--- src/assert_macros.svh ---
// Assertion macros for the RTL files that carry checks.
// Needs clk_i and rst_ni in the scope where a macro is used.
`ifndef ASSERT_MACROS_SVH
`define ASSERT_MACROS_SVH

// Clocked check, switched off while reset is held.
`define ASSERT_CLK(lbl, prop, msg) \
  lbl: assert property (@(posedge clk_i) disable iff (!rst_ni) (prop)) else $error(msg);

// Condition that must never be seen at a clock edge.
`define ASSERT_NEVER(lbl, cond, msg) \
  lbl: assert property (@(posedge clk_i) disable iff (!rst_ni) !(cond)) else $error(msg);

`endif

--- src/bdq_pkg.sv ---
// Shared types and constants of the bounded deque.
// No dependencies; imported by every bdq module but bdq_ram.
package bdq_pkg;

  localparam int unsigned DEPTH_DEFAULT = 16;
  localparam int unsigned VALUE_W       = 32;
  localparam int unsigned OCC_W         = 5;

  typedef enum logic [2:0] {
    OP_PUSH_BACK  = 3'd0,
    OP_POP_BACK   = 3'd1,
    OP_PUSH_FRONT = 3'd2,
    OP_POP_FRONT  = 3'd3,
    OP_DUMP       = 3'd4
  } opcode_e;

  typedef enum logic [1:0] {
    ST_OK    = 2'd0,
    ST_EMPTY = 2'd1,
    ST_FULL  = 2'd2
  } status_e;

  typedef enum logic [1:0] {
    S_IDLE = 2'd0,
    S_RESP = 2'd1,
    S_DUMP = 2'd2
  } state_e;

  typedef struct packed {
    logic [2:0]                opcode;
    logic signed [VALUE_W-1:0] value;
  } in_word_t;

  typedef struct packed {
    logic [1:0]                status;
    logic signed [VALUE_W-1:0] element;
    logic                      last;
    logic [OCC_W-1:0]          occupancy;
  } out_word_t;

  // controller to datapath
  typedef struct packed {
    logic exec;       // input word accepted this cycle
    logic dump_next;  // dump element taken, fetch the following one
    logic dump_mode;  // output shows the dump stream
  } cmd_t;

  // datapath to controller
  typedef struct packed {
    logic dump_go;    // current input is a dump of a non-empty queue
    logic dump_last;  // dump element on show is the back one
  } stat_t;

endpackage

--- src/bdq_ram.sv ---
// Generic single-port-write, single-port-read RAM with registered read.
// No dependencies.
module bdq_ram #(
  parameter int unsigned WIDTH = 32,
  parameter int unsigned DEPTH = 16
) (
  input  logic                     clk_i,
  input  logic                     we_i,
  input  logic [$clog2(DEPTH)-1:0] waddr_i,
  input  logic [WIDTH-1:0]         wdata_i,
  input  logic                     re_i,
  input  logic [$clog2(DEPTH)-1:0] raddr_i,
  output logic [WIDTH-1:0]         rdata_o
);

  logic [WIDTH-1:0] mem_q [DEPTH];
  logic [WIDTH-1:0] rdata_q;

  always_ff @(posedge clk_i) begin
    if (we_i) begin
      mem_q[waddr_i] <= wdata_i;
    end
    if (re_i) begin
      rdata_q <= mem_q[raddr_i];
    end
  end

  assign rdata_o = rdata_q;

endmodule

--- src/bdq_ctrl.sv ---
// Handshake controller of the bounded deque.
// Depends on bdq_pkg (state, command and status types).
module bdq_ctrl (
  input  logic          clk_i,
  input  logic          rst_ni,
  input  logic          in_valid_i,
  output logic          in_ready_o,
  output logic          out_valid_o,
  input  logic          out_ready_i,
  input  bdq_pkg::stat_t stat_i,
  output bdq_pkg::cmd_t  cmd_o
);
  import bdq_pkg::*;

  state_e state_q, state_d;
  logic   accept;

  assign accept = in_valid_i && in_ready_o;

  always_ff @(posedge clk_i or negedge rst_ni) begin
    if (!rst_ni) begin
      state_q <= S_IDLE;
    end else begin
      state_q <= state_d;
    end
  end

  // next state
  always_comb begin
    state_d = state_q;
    case (state_q)
      S_IDLE, S_RESP: begin
        if (accept) begin
          state_d = stat_i.dump_go ? S_DUMP : S_RESP;
        end else if (state_q == S_RESP && out_ready_i) begin
          state_d = S_IDLE;
        end
      end
      S_DUMP: begin
        if (out_ready_i && stat_i.dump_last) begin
          state_d = S_IDLE;
        end
      end
      default: state_d = S_IDLE;
    endcase
  end

  // outputs
  always_comb begin
    in_ready_o      = 1'b0;
    out_valid_o     = 1'b0;
    cmd_o.exec      = 1'b0;
    cmd_o.dump_next = 1'b0;
    cmd_o.dump_mode = 1'b0;
    case (state_q)
      S_IDLE: begin
        in_ready_o = 1'b1;
        cmd_o.exec = in_valid_i;
      end
      S_RESP: begin
        out_valid_o = 1'b1;
        in_ready_o  = out_ready_i;
        cmd_o.exec  = in_valid_i && out_ready_i;
      end
      S_DUMP: begin
        out_valid_o     = 1'b1;
        cmd_o.dump_mode = 1'b1;
        cmd_o.dump_next = out_ready_i && !stat_i.dump_last;
      end
      default: begin
        in_ready_o = 1'b0;
      end
    endcase
  end

endmodule

--- src/bdq_datapath.sv ---
// Datapath of the bounded deque: ring pointers, count, element store, result word.
// Depends on bdq_pkg and bdq_ram.
module bdq_datapath #(
  parameter int unsigned DEPTH = bdq_pkg::DEPTH_DEFAULT
) (
  input  logic               clk_i,
  input  logic               rst_ni,
  input  bdq_pkg::in_word_t  in_data_i,
  input  bdq_pkg::cmd_t      cmd_i,
  output bdq_pkg::stat_t     stat_o,
  output bdq_pkg::out_word_t out_data_o
);
  import bdq_pkg::*;

  localparam int unsigned IW = $clog2(DEPTH);
  localparam int unsigned CW = $clog2(DEPTH + 1);

  logic [IW-1:0]      front_q, front_d;
  logic [CW-1:0]      count_q, count_d;
  logic [IW-1:0]      k_q, k_d;
  logic [1:0]         status_q, status_d;
  logic               full, empty;
  logic               we, re;
  logic [IW-1:0]      waddr, raddr;
  logic [VALUE_W-1:0] rdata;
  logic [IW-1:0]      front_dec, front_inc;
  logic [CW+OCC_W-1:0] count_ext;

  // (base + off) mod DEPTH, both operands below DEPTH
  function automatic logic [IW-1:0] ring_pos(input logic [IW-1:0] base,
                                             input logic [IW-1:0] off);
    logic [IW:0] sum;
    sum = {1'b0, base} + {1'b0, off};
    if (sum >= (IW+1)'(DEPTH)) begin
      sum = sum - (IW+1)'(DEPTH);
    end
    return sum[IW-1:0];
  endfunction

  assign full      = (count_q == CW'(DEPTH));
  assign empty     = (count_q == '0);
  assign front_dec = (front_q == '0) ? IW'(DEPTH - 1) : front_q - IW'(1);
  assign front_inc = (front_q == IW'(DEPTH - 1)) ? '0 : front_q + IW'(1);

  assign stat_o.dump_go   = (in_data_i.opcode == OP_DUMP) && !empty;
  assign stat_o.dump_last = ((CW'(k_q) + CW'(1)) == count_q);

  always_comb begin
    front_d  = front_q;
    count_d  = count_q;
    k_d      = k_q;
    status_d = status_q;
    we       = 1'b0;
    waddr    = ring_pos(front_q, IW'(count_q));
    re       = 1'b0;
    raddr    = front_q;
    if (cmd_i.exec) begin
      status_d = ST_OK;
      case (in_data_i.opcode)
        OP_PUSH_BACK: begin
          if (full) begin
            status_d = ST_FULL;
          end else begin
            we      = 1'b1;
            count_d = count_q + CW'(1);
          end
        end
        OP_PUSH_FRONT: begin
          if (full) begin
            status_d = ST_FULL;
          end else begin
            we      = 1'b1;
            waddr   = front_dec;
            front_d = front_dec;
            count_d = count_q + CW'(1);
          end
        end
        OP_POP_BACK: begin
          if (empty) begin
            status_d = ST_EMPTY;
          end else begin
            count_d = count_q - CW'(1);
          end
        end
        OP_POP_FRONT: begin
          if (empty) begin
            status_d = ST_EMPTY;
          end else begin
            front_d = front_inc;
            count_d = count_q - CW'(1);
          end
        end
        OP_DUMP: begin
          if (empty) begin
            status_d = ST_EMPTY;
          end else begin
            re  = 1'b1;
            k_d = '0;
          end
        end
        default: status_d = ST_OK;
      endcase
    end else if (cmd_i.dump_next) begin
      re    = 1'b1;
      raddr = ring_pos(front_q, k_q + IW'(1));
      k_d   = k_q + IW'(1);
    end
  end

  always_ff @(posedge clk_i or negedge rst_ni) begin
    if (!rst_ni) begin
      front_q <= '0;
      count_q <= '0;
    end else begin
      front_q <= front_d;
      count_q <= count_d;
    end
  end

  always_ff @(posedge clk_i) begin
    k_q      <= k_d;
    status_q <= status_d;
  end

  bdq_ram #(
    .WIDTH (VALUE_W),
    .DEPTH (DEPTH)
  ) u_store (
    .clk_i   (clk_i),
    .we_i    (we),
    .waddr_i (waddr),
    .wdata_i (in_data_i.value),
    .re_i    (re),
    .raddr_i (raddr),
    .rdata_o (rdata)
  );

  // occupancy is the count masked to the field width
  assign count_ext = {{OCC_W{1'b0}}, count_q};

  always_comb begin
    out_data_o.occupancy = count_ext[OCC_W-1:0];
    if (cmd_i.dump_mode) begin
      out_data_o.status  = ST_OK;
      out_data_o.element = rdata;
      out_data_o.last    = stat_o.dump_last;
    end else begin
      out_data_o.status  = status_q;
      out_data_o.element = '0;
      out_data_o.last    = 1'b1;
    end
  end

endmodule

--- src/bounded_deque_top.sv ---
// Top level of the bounded deque: controller plus datapath.
// Depends on bdq_pkg, bdq_ctrl, bdq_datapath, bdq_ram and assert_macros.svh.

// Double-ended queue of signed 32-bit words held in a ring store of DEPTH
// entries. Opcodes: push back, pop back, push front, pop front,
// dump. Every opcode but a dump of a non-empty queue gives one result word
// with last set; status tells ok, empty (pop or dump with nothing stored) or
// full (push dropped). A dump gives one word per stored element, front to
// back, last set on the back one. Occupancy is the count after the
// operation, masked to 5 bits. Timing: a non-dump word is accepted, its
// result shows the next cycle, and the next input word is taken in the same
// cycle that result is taken, so with out_ready_i held high one word per
// cycle goes through. In a dump, the accept cycle issues the first store
// read, then one element per cycle goes out while out_ready_i is high, as
// the ring store has a registered read port. No input is taken during a
// dump. The store needs no clearing after reset.
module bounded_deque_top #(
  parameter int unsigned DEPTH = bdq_pkg::DEPTH_DEFAULT
) (
  input  logic               clk_i,
  input  logic               rst_ni,
  input  logic               in_valid_i,
  output logic               in_ready_o,
  input  bdq_pkg::in_word_t  in_data_i,
  output logic               out_valid_o,
  input  logic               out_ready_i,
  output bdq_pkg::out_word_t out_data_o
);
  import bdq_pkg::*;

  `include "assert_macros.svh"

  cmd_t  cmd;   // sequencing commands into the datapath
  stat_t stat;  // decode and dump-progress flags back to the controller

  bdq_ctrl u_ctrl (
    .clk_i       (clk_i),
    .rst_ni      (rst_ni),
    .in_valid_i  (in_valid_i),
    .in_ready_o  (in_ready_o),
    .out_valid_o (out_valid_o),
    .out_ready_i (out_ready_i),
    .stat_i      (stat),
    .cmd_o       (cmd)
  );

  bdq_datapath #(
    .DEPTH (DEPTH)
  ) u_datapath (
    .clk_i      (clk_i),
    .rst_ni     (rst_ni),
    .in_data_i  (in_data_i),
    .cmd_i      (cmd),
    .stat_o     (stat),
    .out_data_o (out_data_o)
  );

  // an accepted word always has a result on show the cycle after
  `ASSERT_CLK(a_exec_gives_result, cmd.exec |=> out_valid_o, "accepted word gave no result")
  // the dump stream holds the input side off
  `ASSERT_NEVER(a_no_accept_in_dump, cmd.dump_mode && in_ready_o, "input taken during dump")
  // an error status is a lone result word with no element
  `ASSERT_CLK(a_error_is_last,
    out_valid_o && out_data_o.status != ST_OK |-> out_data_o.last && out_data_o.element == '0,
    "error result not final or carries element")
  // fetching the next dump element keeps the dump stream going
  `ASSERT_CLK(a_dump_continues, cmd.dump_next |=> cmd.dump_mode, "dump stream cut short")

endmodule

--- config.mk ---
export PLATFORM = sky130hd
export DESIGN_NAME = bounded_deque_top
export DESIGN_NICKNAME = d
export VERILOG_FILES = /design/src/bdq_pkg.sv /design/src/bdq_ram.sv /design/src/bdq_ctrl.sv /design/src/bdq_datapath.sv /design/src/bounded_deque_top.sv
export VERILOG_INCLUDE_DIRS = /design/src /design/src/src
export SDC_FILE = /design/constraint.sdc
export NUM_CORES = 1
export LEC_CHECK = 0
export ABC_AREA = 1
export CORE_AREA = 2 2 293 295
export DETAILED_ROUTE_END_ITERATION = 12
export DIE_AREA = 0 0 295 297
export DONT_BUFFER_PORTS = 1
export PLACE_DENSITY = 0.55
export SLEW_MARGIN = 25
export SYNTH_ARGS = -nofsm -noshare
export SYNTH_HDL_FRONTEND = slang
export SYNTH_SLANG_ARGS = --single-unit
--- constraint.sdc ---
create_clock -name clk_i -period 4.4 [get_ports clk_i]
set_clock_uncertainty 0.2 [all_clocks]
set_input_delay 0 -clock clk_i [delete_from_list [all_inputs] [get_ports clk_i]]
set_output_delay 0 -clock clk_i [all_outputs]
set_load 0.02 [all_outputs]
==> flow_summary.ini <==
[timing]
final.setup.tns_ns = 0
timing.final.setup_violations = 0
hold_viol = 0
clock.fmax_mhz = 239.6
worst_margin_pin_slew_ns = 0.8728
final-max-slew-violation-count = 0
rsz0062_at_grt = false
fin_ws_ns = 0.2263
fin_crit_sh = 0.9486
finalCriticalPeriod_ns = 4.174
timing.max_slew.rel_slack = 0.4160

[yosys]
synth.yosys.warnings = 0
nets_in_the_synthesized_netlist = 2441
synth-main-ff-cell = edfxtp_1
postSynthRegisterBits = 561
syn_area_sq_um = 25160
synthCells = 2383
synth-seq-area-share = 0.6673
postSynthAreaPerCell_sq_um = 10.56
synth.distinct_cells = 33
ys_async_sr_fraction = 0.01961
synth_enable_flop_cells = 550

[run_status]
outcome = finished clean

[setup_path]
worst-r2r-cell-count = 16
worst-endpoint-required_ns = 4.55
endpoint_kind = flop
crit_fanout = 37
regToRegEndpoint = u_datapath.u_store.rdata_o[18]
start_kind = flop
timing.rr.start = u_ctrl.state_q[0]
cp_data_arrival_time_ns = 4.33
r2r_setup_slack_ns = 0.23
crit_type = flop to flop

[finish]
post-route-cell-area_sq_um = 29180
drive_gt1_frac = 0.07085
combined_flip_flop_and_latch_cell_area_sq_um = 16790
mostFrequentLayoutCell = edfxtp_1
final_core_area_utilization = 0.3455
layout.cells.most_common_list = edfxtp_1 (550), nand3_1 (532), inv_1 (483)
num-fill-cells = 8404
areaGrowthSynthToFinish_pct = 15.98
num-nets-final = 2483
multiInputGateArea_sq_um = 6156

[placed_design]
placement.io_buffers = 0
dpl.hpwl_um = 36300
placement.cell_area_sq_um = 26890
setup_slack_placement_ns = 0.6102
routabilityCongestion = 0.7875

[global_route]
antenna_found_initial = 5
grt_max_degree = 103
gr-usage-met2 = 0.2615
grt_first_pass_wirelength_um = 101200
grt_busiest_layer = met2
gr-usage-all-layers = 0.1519
gr-usage-met1 = 0.1967
grt_use_met3 = 0.02055
grt_pass1_vias = 16230
grt-ovfl-total = 0

[power]
power_density_nw_per_um2 = 595.1
p_leak_nw = 11.98
ir_worst_vdd_mv = 0.4014

[floorplanning]
row_count = 107
initial_core_util = 0.2979
core_area_sq_um = 84480
die_w_um = 295
ioPinCount = 81
dieArea_sq_um = 87620
die_h_um = 297

[min_path]
timing.hold.worst.class = input port to flop
worstHoldEndpoint = u_datapath.status_q[0]
hold_path.startpoint = in_data_i[33]
min_path_cells = 4

[drt]
wire_per_inst_um = 18.57
vias = 16500
vias_per_cell = 4.564
drc_errors = 0
final_antenna_net_count = 0
first_iter_violations = 1265
firstDrtPassIters = 5
wl_um = 67160

[cts]
numCtsBuffers = 56
ctsRootBufferMaster = clkbuf_16
cts-htree-levels = 2
worst_setup_hold_path_clk_slew_ns = 0.06
numClockSinks = 561
cts_tree = built
worst_skew_pair.late_latency_ns = 0.61
cts-root-to-sink-buffers = 3

[run]
cap_violations = 0
final cells by class:
type,count,share of cell area
diodes,2,0.0001715
clock buffers,68,0.05029
clock inverters,35,0.01080
inverters,487,0.06264
multi-input cells,1212,0.2109
flip-flops and latches,561,0.5754
well taps,1144,0.04905
repair buffers,107,0.04073
worst max path at each step:
stage / startpoint / slack (ns) / depth (start not counted) / end
after detailed placement: u_ctrl.state_q[0] / 0.61 / 13 / u_datapath.u_store.rdata_o[28]
after CTS: u_ctrl.state_q[0] / 0.05 / 14 / u_datapath.u_store.rdata_o[18]
after global placement: u_ctrl.state_q[1] / 0.67 / 13 / u_datapath.u_store.rdata_o[28]
final: u_ctrl.state_q[0] / 0.23 / 16 / u_datapath.u_store.rdata_o[18]
after floorplan: u_ctrl.state_q[1] / 0.53 / 12 / u_datapath.u_store.mem_q[0][0]
after global routing: u_ctrl.state_q[1] / 0.01 / 16 / u_datapath.u_store.rdata_o[10]
metrics by stage:
step / power (W) / instances / hold WS [ns]
3_3_place_gp: 0.01260 / 3464 / -0.4954
3_5_place_dp: 0.01262 / 3464 / -0.4954
2_1_floorplan: 0.01056 / 2383 / -0.4956
4_1_cts: 0.01746 / 3610 / 0.05557
5_1_grt: 0.01834 / 3615 / 0.1132
6_report: 0.01737 / 3616 / 0.1013
layer usage:
layer  vias up  wire length, um
li1       7942                -
met1      7974            28850
met2       456            32810
met3       126             3320
met4         4             2163
met5         -               27
power by group:
| part | internal (W) | total (W) | switching, W |
|---|---|---|---|
| clock | 0.00271 | 0.00473 | 0.00202 |
| combinational | 0.00182 | 0.00613 | 0.00432 |
| sequential | 0.00633 | 0.00650 | 0.000173 |
registers in the layout, indices dropped and copies added, names as in the netlist:
register / flops
u_datapath.k_q: 4
u_ctrl.state_q: 2
u_datapath.u_store.mem_q: 512
u_datapath.front_q: 4
u_datapath.u_store.rdata_o: 32
u_datapath.count_q: 5
u_datapath.status_q: 2
critical path, cell delays in order (launching register included):
cell           delay [ns]
dfrtp_1              0.38
inv_1                0.09
ha_1                 0.21
inv_1                0.06
nand2_1              0.16
nand2_1              0.14
dlygate4sd3_1        0.62
inv_2                0.11
nor2_1               0.27
nand3_4              0.31
nand2_2              0.26
o21ai_4              0.18
inv_2                0.14
buf_6                0.37
nand3_1              0.14
nand3_1              0.14
nand2_1              0.07
cell usage after synthesis (all sizes together) (3+ instances only):
master  number  area (sq um)
edfxtp     550         16520
nand3      533          2673
inv        487          1828
nand2      476          1802
nand3b      95         713.2
buf         87         477.9
clkbuf      37         138.9
nor2        37         138.9
o21ai       17         88.84
ha          16         200.2
dfrtp       11         275.3
xor2        11         103.9
a21oi        6         30.03
nand4        5         31.28
xnor2        4         35.03
fa           3         60.06
kinds of logic after synthesis:
logic type      synth area share
compound gates          0.005570
xor+xnor                0.005519
simple gates              0.2141
fa+ha+maj                0.01034
flops                     0.6673
buf+inv                  0.09716
what timing repair did:
| item | in CTS | in global routing |
|---|---|---|
| resized for setup | 0 | 9 |
| hold buffers | 43 | 0 |
| buffers inserted | 0 | 3 |
| hold endpoints to repair | 552 | 0 |
| endpoints found under the setup margin | 0 | 32 |
(Power assumes the default switching activity.)
